==> config.mk <==
export PLATFORM = sky130hd
export DESIGN_NAME = bnms_mul
export DESIGN_NICKNAME = d
export VERILOG_FILES = /design/src/bnms_pkg.sv /design/src/bnms_mul.sv
export SDC_FILE = /design/constraint.sdc
export NUM_CORES = 2
export LEC_CHECK = 0
export BUFFER_PORTS_ARGS = -buffer_cell sky130_fd_sc_hd__buf_4
export CELL_PAD_IN_SITES_DETAIL_PLACEMENT = 2
export CELL_PAD_IN_SITES_GLOBAL_PLACEMENT = 2
export CORE_MARGIN = 4
export CORE_UTILIZATION = 38
export CTS_CLUSTER_SIZE = 24
export DETAILED_ROUTE_END_ITERATION = 10
export PLACE_DENSITY = 0.86
export SLEW_MARGIN = 5
export SYNTH_ARGS = -nofsm -noshare
export SYNTH_HDL_FRONTEND = slang
export SYNTH_SLANG_ARGS = --single-unit
==> constraint.sdc <==
create_clock -name clk -period 14.8 [get_ports clk]
set_clock_uncertainty 0.05 [all_clocks]
set_input_delay 2.22 -clock clk [delete_from_list [all_inputs] [get_ports clk]]
set_output_delay 2.22 -clock clk [all_outputs]
set_load 0.01 [all_outputs]
==> src/bnms_pkg.sv <==
// ----------------------------------------------------------------------------
// bnms_pkg
// Shared types and constants of the box non-maximum suppression core.
// ----------------------------------------------------------------------------
package bnms_pkg;

	localparam int CAPACITY = 64;
	localparam int IDX_W    = $clog2(CAPACITY);
	localparam int CNT_W    = $clog2(CAPACITY + 1);
	localparam int EMIT_W   = 7;
	localparam int MAX_EMIT = 64;
	localparam int EXT_W    = 18;   // box extent incl. the +1 unit
	localparam int OPD_W    = 24;   // shared multiplier operand
	localparam int PROD_W   = 48;
	localparam int UNI_W    = 38;   // union of two areas
	localparam int ACC_W    = 56;   // threshold * union
	localparam int UNI_LO_W = 20;
	localparam logic signed [EXT_W-1:0] UNIT = EXT_W'(256);

	// configuration register indexes
	localparam logic REG_THRESHOLD = 1'b0;
	localparam logic REG_MAX_OUT   = 1'b1;

	typedef struct packed {
		logic signed [15:0] left;
		logic signed [15:0] bottom;
		logic signed [15:0] right;
		logic signed [15:0] top;
		logic [15:0]        score;
		logic [2:0]         cls;
		logic               dir;
		logic [15:0]        tag;
	} entry_t;

	typedef enum logic [1:0] {
		MUL_AREA  = 2'd0,
		MUL_CROSS = 2'd1,
		MUL_TLO   = 2'd2,
		MUL_THI   = 2'd3
	} mul_op_t;

	typedef enum logic [18:0] {
		ST_IDLE    = 19'b0000000000000000001,
		ST_SO_RDI  = 19'b0000000000000000010,
		ST_SO_CUR  = 19'b0000000000000000100,
		ST_SO_RDJ  = 19'b0000000000000001000,
		ST_SO_CMP  = 19'b0000000000000010000,
		ST_SO_WRI  = 19'b0000000000000100000,
		ST_SU_RDI  = 19'b0000000000001000000,
		ST_SU_ARI  = 19'b0000000000010000000,
		ST_SU_SVI  = 19'b0000000000100000000,
		ST_SU_RDJ  = 19'b0000000001000000000,
		ST_SU_ARJ  = 19'b0000000010000000000,
		ST_SU_CRS  = 19'b0000000100000000000,
		ST_SU_UNI  = 19'b0000001000000000000,
		ST_SU_TLO  = 19'b0000010000000000000,
		ST_SU_THI  = 19'b0000100000000000000,
		ST_SU_CMP  = 19'b0001000000000000000,
		ST_EM_SCAN = 19'b0010000000000000000,
		ST_EM_GOT  = 19'b0100000000000000000,
		ST_EM_LAST = 19'b1000000000000000000
	} state_t;

endpackage

==> src/bnms_mul.sv <==
// ----------------------------------------------------------------------------
// bnms_mul
// Shared signed multiplier with operand selection for area, overlap and
// threshold products; product is registered.
// ----------------------------------------------------------------------------
module bnms_mul (
	input  logic                                   clk,
	input  bnms_pkg::mul_op_t                      op,
	input  bnms_pkg::entry_t                       box_a,
	input  bnms_pkg::entry_t                       box_b,
	input  logic [15:0]                            thr,
	input  logic signed [bnms_pkg::UNI_W-1:0]      uni,
	output logic signed [bnms_pkg::PROD_W-1:0]     prod_q
);

	localparam int EW = bnms_pkg::EXT_W;
	localparam int OW = bnms_pkg::OPD_W;

	logic signed [EW-1:0] al, ab, ar, at, bl, bb, br, bt;
	logic signed [EW-1:0] x1, y1, x2, y2, w, h;
	logic signed [OW-1:0] opa, opb;

	always_comb begin
		al = EW'(box_a.left);
		ab = EW'(box_a.bottom);
		ar = EW'(box_a.right);
		at = EW'(box_a.top);
		bl = EW'(box_b.left);
		bb = EW'(box_b.bottom);
		br = EW'(box_b.right);
		bt = EW'(box_b.top);
		x1 = (al > bl) ? al : bl;
		y1 = (ab > bb) ? ab : bb;
		x2 = (ar < br) ? ar : br;
		y2 = (at < bt) ? at : bt;
		w  = x2 - x1 + bnms_pkg::UNIT;
		h  = y2 - y1 + bnms_pkg::UNIT;
		if (w < 0) begin
			w = '0;
		end
		if (h < 0) begin
			h = '0;
		end
		case (op)
			bnms_pkg::MUL_AREA: begin
				opa = OW'(br - bl + bnms_pkg::UNIT);
				opb = OW'(bt - bb + bnms_pkg::UNIT);
			end
			bnms_pkg::MUL_CROSS: begin
				opa = OW'(w);
				opb = OW'(h);
			end
			bnms_pkg::MUL_TLO: begin
				opa = signed'(OW'({1'b0, thr}));
				opb = signed'(OW'({1'b0, uni[bnms_pkg::UNI_LO_W-1:0]}));
			end
			default: begin
				// upper part of the union keeps its sign
				opa = signed'(OW'({1'b0, thr}));
				opb = OW'(signed'(uni[bnms_pkg::UNI_W-1:bnms_pkg::UNI_LO_W]));
			end
		endcase
	end

	always_ff @(posedge clk) begin
		prod_q <= opa * opb;
	end

endmodule

==> results.ini <==
[global_route]
grt_pass1_vias=27800
grt_first_pass_wirelength_mm=165
overflow=0
grt_max_degree=41
grt_usage_pct=30.6
antenna_found_initial=10

[drt]
drtIter0Drc=1230
first_pass_iters=5
wirelength_mm=110
wl_per_cell_um=27.4
route.detailed.drc=0
viasPerCell=5.63
drtAntennaViolNets=0
vias=22500

[timing]
tightest_slew_ps=971
post-route-period-util_pct=97.5
slew_violations=0
slew_headroom_pct=33.4
finalCriticalPeriod_ps=14430
fmax_mhz=69.3
finalSetupViolations=0
worst_slack_ps=369
hold_violations=0
tns_ps=0

[die]
die_height_um=266
coreArea_mm2=0.0659
num_rows=94
dieArea_mm2=0.0709
ios=305
die_x_um=266
initial_core_util_pct=38.5

[worst_setup_path]
cp_max_fo=9
slowest_stage=fa_2
cp.buffers_inverters=12
crit_path_end_kind=register
start_kind=input pin
crit_arrival_ps=14640
slowest_delay_ps=710
cp_top_family=adder cells
worstPathRequired_ps=15010
worstSetupPathType=in -> reg

[layout]
regMostFlops=prod_q
fin_area_mm2=0.0287
area_delta_synth_final_pct=13.4
nets=4205
drive_above_1_share_pct=13.5
reg_top3=prod_q x48
largest_reg_flops=48

[cts]
holdBufCountCts=0
path_clk_slew_ps=80
cts_buffers=5
cts_htree_levels=2
cts_tree=built
clock_sinks=48
cts_root_buf=clkbuf_16
clock_path_buffers=2

[synthesis]
synth_top_area_share_pct=39.2
synth_enable_flop_cells=0
postSynthCellCount=2889
synth_warnings=0
syn_area_per_cell_um2=8.77
yosys.area.top_type=fa_1
synth_ff_type=dfxtp_1
yosys-top-cells-area=fa_1, ha_1, inv_1
yosys.cell_types.count=79
yosysSeqAreaShare_pct=3.79
ys_ff_latch=48
syn_area_mm2=0.0253
syn-num-nets=3963
async_reset_ff_share_pct=0

[placed_design]
placed_cell_area_mm2=0.0284
port_buffers=232
hpwlAfterDp_mm=94.2
dp_slack_ps=-882
gp_congestion=0.903

[status]
status=complete, no violations

[worst_hold_path]
hold_path.class=in -> reg

[flow_run]
cap_violations=0

-- Yosys cell counts (all sizes together) (3+ instances only) --
cell,n
nor3,17
a31o,5
and3,11
mux2,41
or2,7
nand2b,30
a211o,5
o31ai,3
a2111oi,3
nand3,23
o21a,19
o22ai,14
a21oi,111
a2bb2oi,3
nand4,20
o41ai,4
nor2,175
buf,44
xnor2,43
o221ai,6
a31oi,15
o211ai,7
and2,43
nand2,314
a21boi,3
a21o,56
nor4,4
dfxtp,48
nor2b,33
a221oi,8
a311oi,3
xor2,43
nand3b,3
o21bai,18
clkbuf,31
or3,7
ha,321
inv,693
fa,496
mux2i,43
a221o,7
a211oi,17
o21ai,72
-- worst paths after layout --
path | from | end | slack (ps) | depth (start not counted)
setup / recovery | box_b[69] | prod_q[46] | 370 | 49
hold / removal | uni[20] | prod_q[0] | 2600 | 5
-- placed cells by master (no fill, tap or decap), types with 7 or more instances in the layout --
| cell | count |
|---|---|
| nand2b_1 | 30 |
| diode_2 | 10 |
| mux2_2 | 41 |
| nand3_1 | 23 |
| dfxtp_1 | 48 |
| a21oi_1 | 105 |
| nor2_1 | 174 |
| a21o_1 | 56 |
| o21a_1 | 17 |
| fa_1 | 494 |
| o21ai_0 | 66 |
| o22ai_1 | 10 |
| xor2_1 | 43 |
| xnor2_1 | 43 |
| and2_1 | 41 |
| o21bai_1 | 18 |
| mux2i_1 | 43 |
| or3_1 | 7 |
| nand4_1 | 20 |
| nor2b_1 | 33 |
| ha_1 | 321 |
| buf_4 | 307 |
| inv_1 | 688 |
| or2_2 | 7 |
| nor3_1 | 14 |
| and3_1 | 11 |
| a31oi_1 | 13 |
| a211oi_1 | 15 |
| nand2_1 | 313 |
-- metal layers --
layer / GRT usage (%) / wire length (um)
met1: 31.4 / 38400
met2: 59.1 / 59500
met3: 3.54 / 4170
met4: 18.0 / 7730
met5: 0 / 0
-- per-stage QoR --
| step | util (%) | cells | hold WS (ps) |
|---|---|---|---|
| 2_1_floorplan | - | 2889 | 2470 |
| 3_3_place_gp | 43.1 | 3982 | 2560 |
| 3_5_place_dp | 43.1 | 3982 | 2570 |
| 4_1_cts | 43.4 | 3991 | 2560 |
| 5_1_grt | 43.6 | 4005 | 2610 |
| 6_report | 43.6 | 4005 | 2600 |
-- cells by family (layout without fill, tap and decap cells) --
group	Yosys count	in the layout	synth area share [%]
adders and majority gates	817	817	55.1
buffers and inverters	768	1010	11.6
and+or+nand+nor	689	689	12.0
AOI/OAI and AO/OA	397	397	11.0
xor gates and xnor gates	86	86	2.97
muxes	84	84	3.52
DFF	48	48	3.79
other	0	10	0
-- final cells by class --
class	instances	area (um2)
fill	7371	37100
antenna	10	25.0
multi-input combinational	2073	21600
timing repair buffer	310	2360
inverter	693	2610
tap	864	1080
sequential	48	961
clock inverter	1	5.00
clock buffer	6	129
-- what timing repair did --
action | in CTS | in global routing
buffers inserted | 2 | 4
resized for setup | 13 | 13
pin swaps | 0 | 1
endpoints found under the setup margin | 9 | 13
-- worst min-delay path, stage by stage --
cell	delay [ps]
buf_4	100
nand2_1	90
o221ai_4	100
buf_4	300
and2_1	160
Power is not shown: default switching activity piles up to over one toggle a cycle in this logic, so the estimate is an artifact.
